[config.mk]
export PLATFORM = sky130hd
export DESIGN_NAME = lea128_block_decrypt_top
export DESIGN_NICKNAME = d
export VERILOG_FILES = /design/src/design/lea128d_pkg.sv /design/src/design/lea128d_round.sv /design/src/design/lea128_block_decrypt_top.sv
export SDC_FILE = /design/constraint.sdc
export NUM_CORES = 2
export LEC_CHECK = 0
export BUFFER_PORTS_ARGS = -buffer_cell sky130_fd_sc_hd__buf_2
export CELL_PAD_IN_SITES_DETAIL_PLACEMENT = 1
export CELL_PAD_IN_SITES_GLOBAL_PLACEMENT = 1
export CORE_ASPECT_RATIO = 1.2
export CORE_MARGIN = 10
export CORE_UTILIZATION = 53
export DETAILED_ROUTE_END_ITERATION = 8
export PLACE_DENSITY = 0.83
export SETUP_SLACK_MARGIN = 0.5
export SKIP_CTS_REPAIR_TIMING = 1
export SYNTH_ARGS = -nofsm -noshare
export SYNTH_HDL_FRONTEND = slang
export SYNTH_SLANG_ARGS = --single-unit
export TNS_END_PERCENT = 20
[constraint.sdc]
create_clock -name clk_i -period 8.57 [get_ports clk_i]
set_clock_uncertainty 0.15 [all_clocks]
set_input_delay 0.4285 -clock clk_i [delete_from_list [all_inputs] [get_ports clk_i]]
set_output_delay 0.4285 -clock clk_i [all_outputs]
set_load 0.005 [all_outputs]
[src/design/lea128d_pkg.sv]
// ----------------------------------------------------------------------------
// LEA-128 decryption package
// Shared widths, payload types and the controller state type for the block
// decryption core and its round datapath.
// ----------------------------------------------------------------------------
package lea128d_pkg;

  // Default round count and word geometry
  localparam int unsigned RoundsDef     = 24;
  localparam int unsigned WordW         = 32;
  localparam int unsigned WordsPerRound = 4;
  localparam int unsigned KeyIdxW       = 7;

  // Stream payload widths (fields packed from bit 0, padded to whole bytes)
  localparam int unsigned InDataW  = 168;
  localparam int unsigned OutDataW = 128;

  // Rotation amounts of the inverse round
  localparam int unsigned RorX0 = 9;
  localparam int unsigned RolX1 = 5;
  localparam int unsigned RolX2 = 3;

  typedef logic [WordW-1:0] word_t;

  // Four words: either one round-key row (k0, shared k1, k2, k3) or a block
  typedef word_t [WordsPerRound-1:0] quad_t;

  // Input kind carried on tuser
  typedef enum logic {
    OP_KEY_WRITE = 1'b0,
    OP_DECRYPT   = 1'b1
  } op_e;

  // Controller states
  typedef enum logic {
    ST_IDLE,
    ST_RUN
  } state_e;

endpackage

[src/design/lea128d_round.sv]
// ----------------------------------------------------------------------------
// LEA-128 inverse round
// One decryption round: the words rotate by one place, then three chained
// rotate/subtract/xor steps undo the forward round using one key row.
// ----------------------------------------------------------------------------
module lea128d_round (
  input  lea128d_pkg::quad_t blk_i,
  input  lea128d_pkg::quad_t key_i,
  output lea128d_pkg::quad_t blk_o
);

  lea128d_pkg::word_t rot0;
  lea128d_pkg::word_t rot1;
  lea128d_pkg::word_t rot2;

  // Fixed rotations of the incoming words
  assign rot0 = (blk_i[0] >> lea128d_pkg::RorX0) |
                (blk_i[0] << (lea128d_pkg::WordW - lea128d_pkg::RorX0));
  assign rot1 = (blk_i[1] << lea128d_pkg::RolX1) |
                (blk_i[1] >> (lea128d_pkg::WordW - lea128d_pkg::RolX1));
  assign rot2 = (blk_i[2] << lea128d_pkg::RolX2) |
                (blk_i[2] >> (lea128d_pkg::WordW - lea128d_pkg::RolX2));

  // Word roles move by one; each new word feeds the next subtraction
  always_comb begin
    blk_o[0] = blk_i[3];
    blk_o[1] = (rot0 - (blk_o[0] ^ key_i[0])) ^ key_i[1];
    blk_o[2] = (rot1 - (blk_o[1] ^ key_i[2])) ^ key_i[1];
    blk_o[3] = (rot2 - (blk_o[2] ^ key_i[3])) ^ key_i[1];
  end

endmodule

[src/design/lea128_block_decrypt_top.sv]
// ----------------------------------------------------------------------------
// LEA-128 block decryption core
// Usage:
//   Slave stream carries one item per transfer. tuser selects the operation:
//   0 writes key_word into the round-key memory at key_index (round*4+word),
//   1 decrypts the four ciphertext words in tdata. Key writes give no result;
//   writes at an index of Rounds*4 or above are dropped. All key words must be
//   loaded before the first decryption.
//   Master stream carries one plaintext block per decryption.
// Timing:
//   A decryption runs Rounds rounds, one round per cycle, the last round
//   holding while the output register is still full; the round-key row is
//   read from the key memory in the cycle before its use. The result is
//   registered with the last round. A new block is taken only after the last
//   one has finished; tready is low while a block is in flight.
//   A finished result waits in the output register; a new item is taken while
//   it waits. If the receiver still stalls when the next block finishes, the
//   last round holds until the output register frees.
// Reset: clears the controller and the output valid; key memory contents are
//   not cleared and must be rewritten.
// ----------------------------------------------------------------------------
module lea128_block_decrypt_top #(
  parameter int unsigned Rounds = lea128d_pkg::RoundsDef
) (
  input  logic                               clk_i,
  input  logic                               rst_ni,
  input  logic                               s_axis_tvalid_i,
  output logic                               s_axis_tready_o,
  // [6:0] key_index, [38:7] key_word, [70:39] block_word_0,
  // [102:71] block_word_1, [134:103] block_word_2, [166:135] block_word_3
  input  logic [lea128d_pkg::InDataW-1:0]    s_axis_tdata_i,
  // [0] op
  input  logic                               s_axis_tuser_i,
  output logic                               m_axis_tvalid_o,
  input  logic                               m_axis_tready_i,
  // [31:0] plain_word_0, [63:32] plain_word_1, [95:64] plain_word_2,
  // [127:96] plain_word_3
  output logic [lea128d_pkg::OutDataW-1:0]   m_axis_tdata_o
);

  localparam int unsigned RowW       = (Rounds > 1) ? $clog2(Rounds) : 1;
  localparam int unsigned StoreDepth = Rounds * lea128d_pkg::WordsPerRound;
  localparam int unsigned IdxCmpW    = lea128d_pkg::KeyIdxW + 1;
  localparam int unsigned ColW       = $clog2(lea128d_pkg::WordsPerRound);
  localparam int unsigned WordW      = lea128d_pkg::WordW;

  // Input field unpacking
  logic [lea128d_pkg::KeyIdxW-1:0] key_index;
  lea128d_pkg::word_t              key_word;
  lea128d_pkg::quad_t              in_blk;

  assign key_index = s_axis_tdata_i[lea128d_pkg::KeyIdxW-1:0];
  assign key_word  = s_axis_tdata_i[lea128d_pkg::KeyIdxW +: WordW];
  always_comb begin
    for (int j = 0; j < lea128d_pkg::WordsPerRound; j++) begin
      in_blk[j] = s_axis_tdata_i[lea128d_pkg::KeyIdxW + WordW*(j+1) +: WordW];
    end
  end

  // Control signals
  lea128d_pkg::state_e state_q, state_d;
  logic [RowW-1:0]     round_q, round_d;
  logic [RowW-1:0]     rd_row;
  logic                s_fire;
  logic                start;
  logic                key_we;
  logic                last_round;
  logic                out_free;
  logic                step_en;
  logic                finish;
  logic                m_valid_q, m_valid_d;

  lea128d_pkg::quad_t  blk_q, blk_d;
  lea128d_pkg::quad_t  round_out;
  lea128d_pkg::quad_t  key_rd_q;
  lea128d_pkg::quad_t  m_data_q;

  assign s_axis_tready_o = (state_q == lea128d_pkg::ST_IDLE);
  assign s_fire     = s_axis_tvalid_i && s_axis_tready_o;
  assign start      = s_fire && (lea128d_pkg::op_e'(s_axis_tuser_i) == lea128d_pkg::OP_DECRYPT);
  assign key_we     = s_fire && (lea128d_pkg::op_e'(s_axis_tuser_i) == lea128d_pkg::OP_KEY_WRITE)
                      && ({1'b0, key_index} < IdxCmpW'(StoreDepth));
  assign last_round = (round_q == '0);
  assign out_free   = !m_valid_q || m_axis_tready_i;
  assign step_en    = (state_q == lea128d_pkg::ST_RUN) && (!last_round || out_free);
  assign finish     = (state_q == lea128d_pkg::ST_RUN) && last_round && out_free;

  // Key row for the next cycle: re-read the current row while stalled
  always_comb begin
    if (start) begin
      rd_row = RowW'(Rounds - 1);
    end else if (step_en) begin
      rd_row = round_q - 1'b1;
    end else begin
      rd_row = round_q;
    end
  end

  // Round-key memory: one word written, one full row read per cycle
  lea128d_pkg::quad_t key_mem [Rounds];

  always_ff @(posedge clk_i) begin
    if (key_we) begin
      key_mem[key_index[ColW +: RowW]][key_index[ColW-1:0]] <= key_word;
    end
    key_rd_q <= key_mem[rd_row];
  end

  // Round datapath
  lea128d_round u_round (
    .blk_i (blk_q),
    .key_i (key_rd_q),
    .blk_o (round_out)
  );

  // Next state, round counter and working block
  always_comb begin
    state_d   = state_q;
    round_d   = round_q;
    blk_d     = blk_q;
    m_valid_d = m_valid_q;
    if (m_axis_tready_i) begin
      m_valid_d = 1'b0;
    end
    case (state_q)
      lea128d_pkg::ST_IDLE: begin
        if (start) begin
          state_d = lea128d_pkg::ST_RUN;
          round_d = RowW'(Rounds - 1);
          blk_d   = in_blk;
        end
      end
      lea128d_pkg::ST_RUN: begin
        if (step_en) begin
          round_d = round_q - 1'b1;
          blk_d   = round_out;
        end
        if (finish) begin
          state_d   = lea128d_pkg::ST_IDLE;
          m_valid_d = 1'b1;
        end
      end
      default: begin
        state_d = lea128d_pkg::ST_IDLE;
      end
    endcase
  end

  // Control registers
  always_ff @(posedge clk_i or negedge rst_ni) begin
    if (!rst_ni) begin
      state_q   <= lea128d_pkg::ST_IDLE;
      round_q   <= '0;
      m_valid_q <= 1'b0;
    end else begin
      state_q   <= state_d;
      round_q   <= round_d;
      m_valid_q <= m_valid_d;
    end
  end

  // Payload registers
  always_ff @(posedge clk_i) begin
    blk_q <= blk_d;
    if (finish) begin
      m_data_q <= round_out;
    end
  end

  assign m_axis_tvalid_o = m_valid_q;
  assign m_axis_tdata_o  = m_data_q;

`ifndef SYNTHESIS
  // A decrypt transfer starts the run at the last round
  a_start_round: assert property (@(posedge clk_i) disable iff (!rst_ni)
    start |=> (state_q == lea128d_pkg::ST_RUN) && (round_q == RowW'(Rounds - 1)))
    else $error("decryption did not start at the last round");

  // A new result only follows the final round
  a_result_after_last: assert property (@(posedge clk_i) disable iff (!rst_ni)
    $rose(m_valid_q) |-> $past(finish))
    else $error("result raised without finishing the rounds");

  // The round counter only moves down by one while running
  a_round_step: assert property (@(posedge clk_i) disable iff (!rst_ni)
    step_en && !last_round |=> round_q == $past(round_q) - 1'b1)
    else $error("round counter skipped");
`endif

endmodule
# [Word level (Yosys, flattened, before mapping)]
# Memory sizes are Yosys's and may differ from the RTL's. A register that Yosys moved wholly into a read port is not among the register bits.
# Index checks and enable logic that the tools add are counted.
[op_classes] addsub=4 n_lt_le_gt_ge=3 n_eq_ne=2 muxes=17 bitwise=11 n_reduce_logical=14
[op_table] op="128-bit 2-to-1 mux" count=3
[op_table] op="128-bit one-hot mux with 2 select lines" count=1
[op_table] op="32-bit bitwise XOR" count=6
[op_table] op="32-bit subtractor" count=3
[op_table] op="32-bit demux with 2-bit select" count=1
[op_table] op="32-bit 2-to-1 mux" count=1
[op_table] op="23-bit by 32-bit OR with 32-bit output" count=1
[op_table] op="32-bit by 3-bit OR with 32-bit output" count=1
[op_table] op="32-bit by 5-bit OR with 32-bit output" count=1
[op_table] op="5-bit 2-to-1 mux" count=3
[op_table] op="5-bit one-hot mux with 2 select lines" count=1
[op_table] op="1-bit logical AND" count=8
[op_table] op="7-bit less-than comparator (second input constant)" count=1
[op_table] op="1-bit 2-to-1 mux" count=6
[op_table] op="5-bit logical NOT" count=1
[op_table] op="5-bit by 1-bit subtractor with 5-bit output (second input constant)" count=1
[op_table] op="2-bit by 1-bit != test with 1-bit output (second input constant)" count=2
[op_table] op="2-bit by 3-bit less-than comparator with 1-bit output (second input constant)" count=1
[op_table] op="2-bit by 1-bit greater-or-equal comparator with 1-bit output (second input constant)" count=1
[op_table] op="1-bit logical NOT" count=2
[op_table] op="1-bit logical OR" count=2
[op_table] op="1-bit NOT" count=2
[op_table] op="1-bit one-hot mux with 2 select lines" count=1
[op_table] op="2-bit AND reduction" count=1
[totals] register_bits=263 ram_bits=3072 word_cells=63 mem_count=1
[memory_table] memory="key_mem" words=24 width=128 read_ports=1 rd_ports_with_merged_regs=1 wr=1 line_no="lea128_block_decrypt_top.sv:100" source="lea128d_pkg::quad_t key_mem [Rounds];"

# [Longest topological paths before layout]
[logic_depth] word_depth=11 depth_mapped=33 depth_no_buf=33

# [By module]
# Synthesis repeated with hierarchy kept, for this count alone.
[unflattened] cells_unflattened=8871 hier_area_um2=136273.2
[by_module_without_submodules] mod="lea128_block_decrypt_top" instances=1 cells_per_inst=8013 area_per_inst_um2=129624.3 seq_area_each_um2=102673.5
[by_module_without_submodules] mod="lea128d_round" instances=1 cells_per_inst=858 area_per_inst_um2=6648.9 seq_area_each_um2=0.0

# [Worst setup path after synthesis]
# Ideal clock, no wire load.
[synth_path] kind="reg2reg" start="register blk_q[96] (netlist name)" end="register blk_q[127] (netlist name), data pin" setup_time_ps=260 arrival_ps=7123 required_time_ps=8160 setup_slack_ps=1037 path_stages_with_launch=32 cell_sequence="edfxtp_1 > xor2_1 > ha_1 > fa_1 > nor2b_1 > o21ai_1 > a21boi_0 > o21ai_0 > o21ai_0 > a21o_1 > a21oi_1 > o21bai_1 > xnor2_1 > xnor2_1 > ha_1 > a21o_1 > a21o_1 > a21o_1 > a221o_1 > or2_2 > xnor2_1 > xnor2_1 > ha_1 > a21oi_1 > inv_1 > or4b_2 > o311a_1 > a2111oi_2 > nor2_1 > a211o_1 > xnor2_2 > mux2_2"
[synth_lines] element="start: declaration" line_no="lea128_block_decrypt_top.sv:73" source="lea128d_pkg::quad_t blk_q, blk_d;"
[synth_lines] element="start signal: assignment" line_no="lea128_block_decrypt_top.sv:164" source="blk_q <= blk_d;"

==> run_results.csv <==
group,metric,value,unit
status,outcome,"finished clean",
yosys,yosysTopAreaCell,"edfxtp_1",
yosys,avgSynthCellArea,14.64,µm²
worst_hold_path,hp-class,"in -> reg",
grt,antenna_found_initial,41,
cts,cts_tree,"built",
sta,setup_violations,0,
sta,fin_crit_sh,91.75,%
worst_setup_path,crit_path_end_kind,"register",
drt,wl,501700,µm
yosys,synth_nets,9555,
yosys,ys_seq_area_share,75.51,%
drt,drt_iter0_drc,15460,
yosys,synth_edf_count,3328,
worst_setup_path,required,9.07,ns
yosys,postSynthCellCount,9285,
final_layout,mostFrequentLayoutCells,"3,328 x edfxtp_1, 1,601 x nand2_1, 440 x o221ai_1",
sta,tightest_slew,1.448,ns
worst_setup_path,r2r-end,"blk_q[127]",
floorplanning,start_util,53.32,%
yosys,synth.area.top_cells,"edfxtp_1 73%, nand2_1 4.4%, o221ai_1 2.8%",
placed_design,place_ws,0.1577,ns
floorplanning,rows,203,
grt,overflow,0,
worst_setup_path,start_kind,"register",
final_layout,area.growth.synth_to_final,13.65,%
placed_design,gp_congestion,0.9594,
yosys,synth_cell_types,72,
grt,grt_pass1_wl,698900,µm
cts,cts-root-buf,"clkbuf_16",
grt,grt_start_max_net_pins,170,
job,maxCapViolCount,0,
floorplanning,die_w,482.4,µm
worst_setup_path,r2r_cells,30,
floorplanning,io-pin-count,303,
worst_hold_path,hold_depth,1,
worst_setup_path,slowest_delay,0.60,ns
sta,layout_setup_ws,0.7070,ns
drt,viasPerCell,7.027,
drt,drc,0,
final_layout,final_common_cell,"edfxtp_1",
yosys,ys_ff_latch,3463,
worst_setup_path,slowest_stage,"a311oi_1",
sta,drv_slew,0,
grt,grt_pass1_vias,95820,
final_layout,regArea,102700,µm²
sta,layout_min_cycle_time,7.863,ns
worst_hold_path,min_from,"s_axis_tdata_i[12]",
drt,firstDrtPassIters,8,
worst_hold_path,holdPathEnd,"key_mem[0][69]",
sta,fmax,127.2,MHz
drt,wire_per_inst,37.70,µm
placed_design,port-buffer-count,301,
cts,clk_pin_slew,0.07,ns
sta,relSlewSlack,2.613,%
floorplanning,die-area,277300,µm²
yosys,synth.top_cell.area_share,73.50,%
cts,clockBufferDepth,4,
cts,cts.sinks,3463,
sta,hold_viol_final,0,
yosys,synth_flop_cell,"edfxtp_1",
worst_setup_path,r2r_slack,0.71,ns
worst_setup_path,cp_max_fo,4,
drt,routed-via-count,93500,
final_layout,drive_above_1_share,12.46,%
grt,grt_usage,34.67,%
final_layout,fillCellCount,23000,
floorplanning,fp.dieH,574.9,µm
sta,rsz0062_at_grt,"yes",
worst_setup_path,startpoint,"blk_q[98]",
yosys,syn_area,136000,µm²
floorplanning,core_area,255000,µm²
cts,ctsHtreeMaxLevel,5,
yosys,yosysWarningCount,0,
cts,clk_latency,0.91,ns
sta,tns,0,ns
placed_design,dp_hpwl,272100,µm
yosys,async_reset_ff_share,0.2021,%
worst_setup_path,worstReg2RegStart,"blk_q[98]",
cts,cts_inserted_buffers,325,
drt,antenna_left,0,
worst_setup_path,arrival,8.36,ns
worst_setup_path,setup.worst_path.class,"reg -> reg",
final_layout,nets,9929,
final_layout,multi_input_area,31370,µm²
==> routing by layer <==
| metal | vias to the layer above | GRT usage [%] | wire [µm] | share of wire (%) |
|---|---|---|---|---|
| li1 | 36970 | - | - | - |
| met1 | 46770 | 42.74 | 165600 | 33 |
| met2 | 7832 | 55.12 | 233500 | 47 |
| met3 | 1908 | 8.505 | 64240 | 13 |
| met4 | 30 | 21.53 | 37970 | 7.6 |
| met5 | - | 0 | 250 | 0.050 |
==> sequential cells by signal (all words and copies together) (netlist names) <==
signal and count:
m_axis_tvalid_o 1, m_axis_tdata_o 128, key_rd_q 128, key_mem 3072
round_q 5, blk_q 128, state_q 1
==> synth_stat cells, drive strengths merged (5+ instances only) <==
library cell,count
edfxtp,3328
nand2,1605
clkbuf,456
o21ai,440
o221ai,440
nor2,352
a311oi,338
o22ai,329
xnor2,215
buf,202
a21oi,190
nand3,190
and3,187
a31oi,174
dfxtp,128
ha,94
a311o,89
a211oi,87
mux2,71
xor2,70
inv,61
o31ai,42
a21o,38
nand2b,15
nor3,15
o21bai,14
o21a,13
nor2b,9
and2,8
dfrtp,7
o211ai,7
or3,6
a21boi,5
nand4,5
==> layout make-up <==
| class | instances | share of cell area (%) |
|---|---|---|
| Antenna cell | 19 | 0.03077 |
| Clock buffer | 402 | 5.631 |
| Clock inverter | 172 | 1.289 |
| Inverter | 61 | 0.1644 |
| Multi-Input combinational cell | 5103 | 20.30 |
| Sequential cell | 3463 | 66.44 |
| Tap cell | 3382 | 2.738 |
| Timing Repair Buffer | 705 | 3.407 |
==> critical path, delay by kind of cell, from the launching register on <==
family	cells	cell delay (ns)
flops	1	0.47
simple gates	5	0.82
mux	1	0.27
xor+xnor	5	0.93
buf+inv	2	0.35
fa+ha+maj	3	1.15
compound gates	14	3.45
==> stage by stage <==
step / hold WS (ns) / instances / util (%) / area [µm²]
after global placement: 0.1634 / 12560 / 55.73 / 142100
after detailed placement: 0.1644 / 12560 / 55.73 / 142100
after CTS: -0.8036 / 13130 / 59.92 / 152800
after floorplan: -0.01709 / 9285 / - / 136000
after global routing: 0.05704 / 13300 / 60.59 / 154500
final: 0.04570 / 13310 / 60.60 / 154500
==> worst max path at each step <==
stage                            end  slack, ns
after global routing      blk_q[127]       0.45
after global placement    blk_q[127]       0.25
after detailed placement  blk_q[127]       0.16
after CTS                 blk_q[127]        0.1
after floorplan           blk_q[127]       1.04
final                     blk_q[127]       0.71
==> cells by family after synthesis <==
logic type                 synth area share (%)
DFF                                       75.51
buffers and inverters                     2.129
xor gates and xnor gates                  1.875
muxes                                    0.6101
adders and majority gates                0.9091
AOI/OAI and AO/OA                         11.64
and+or+nand+nor                           7.324
Power is left out: the tool's default activity adds up to more than one toggle a clock period on the data nets, which glitch-free logic cannot reach.
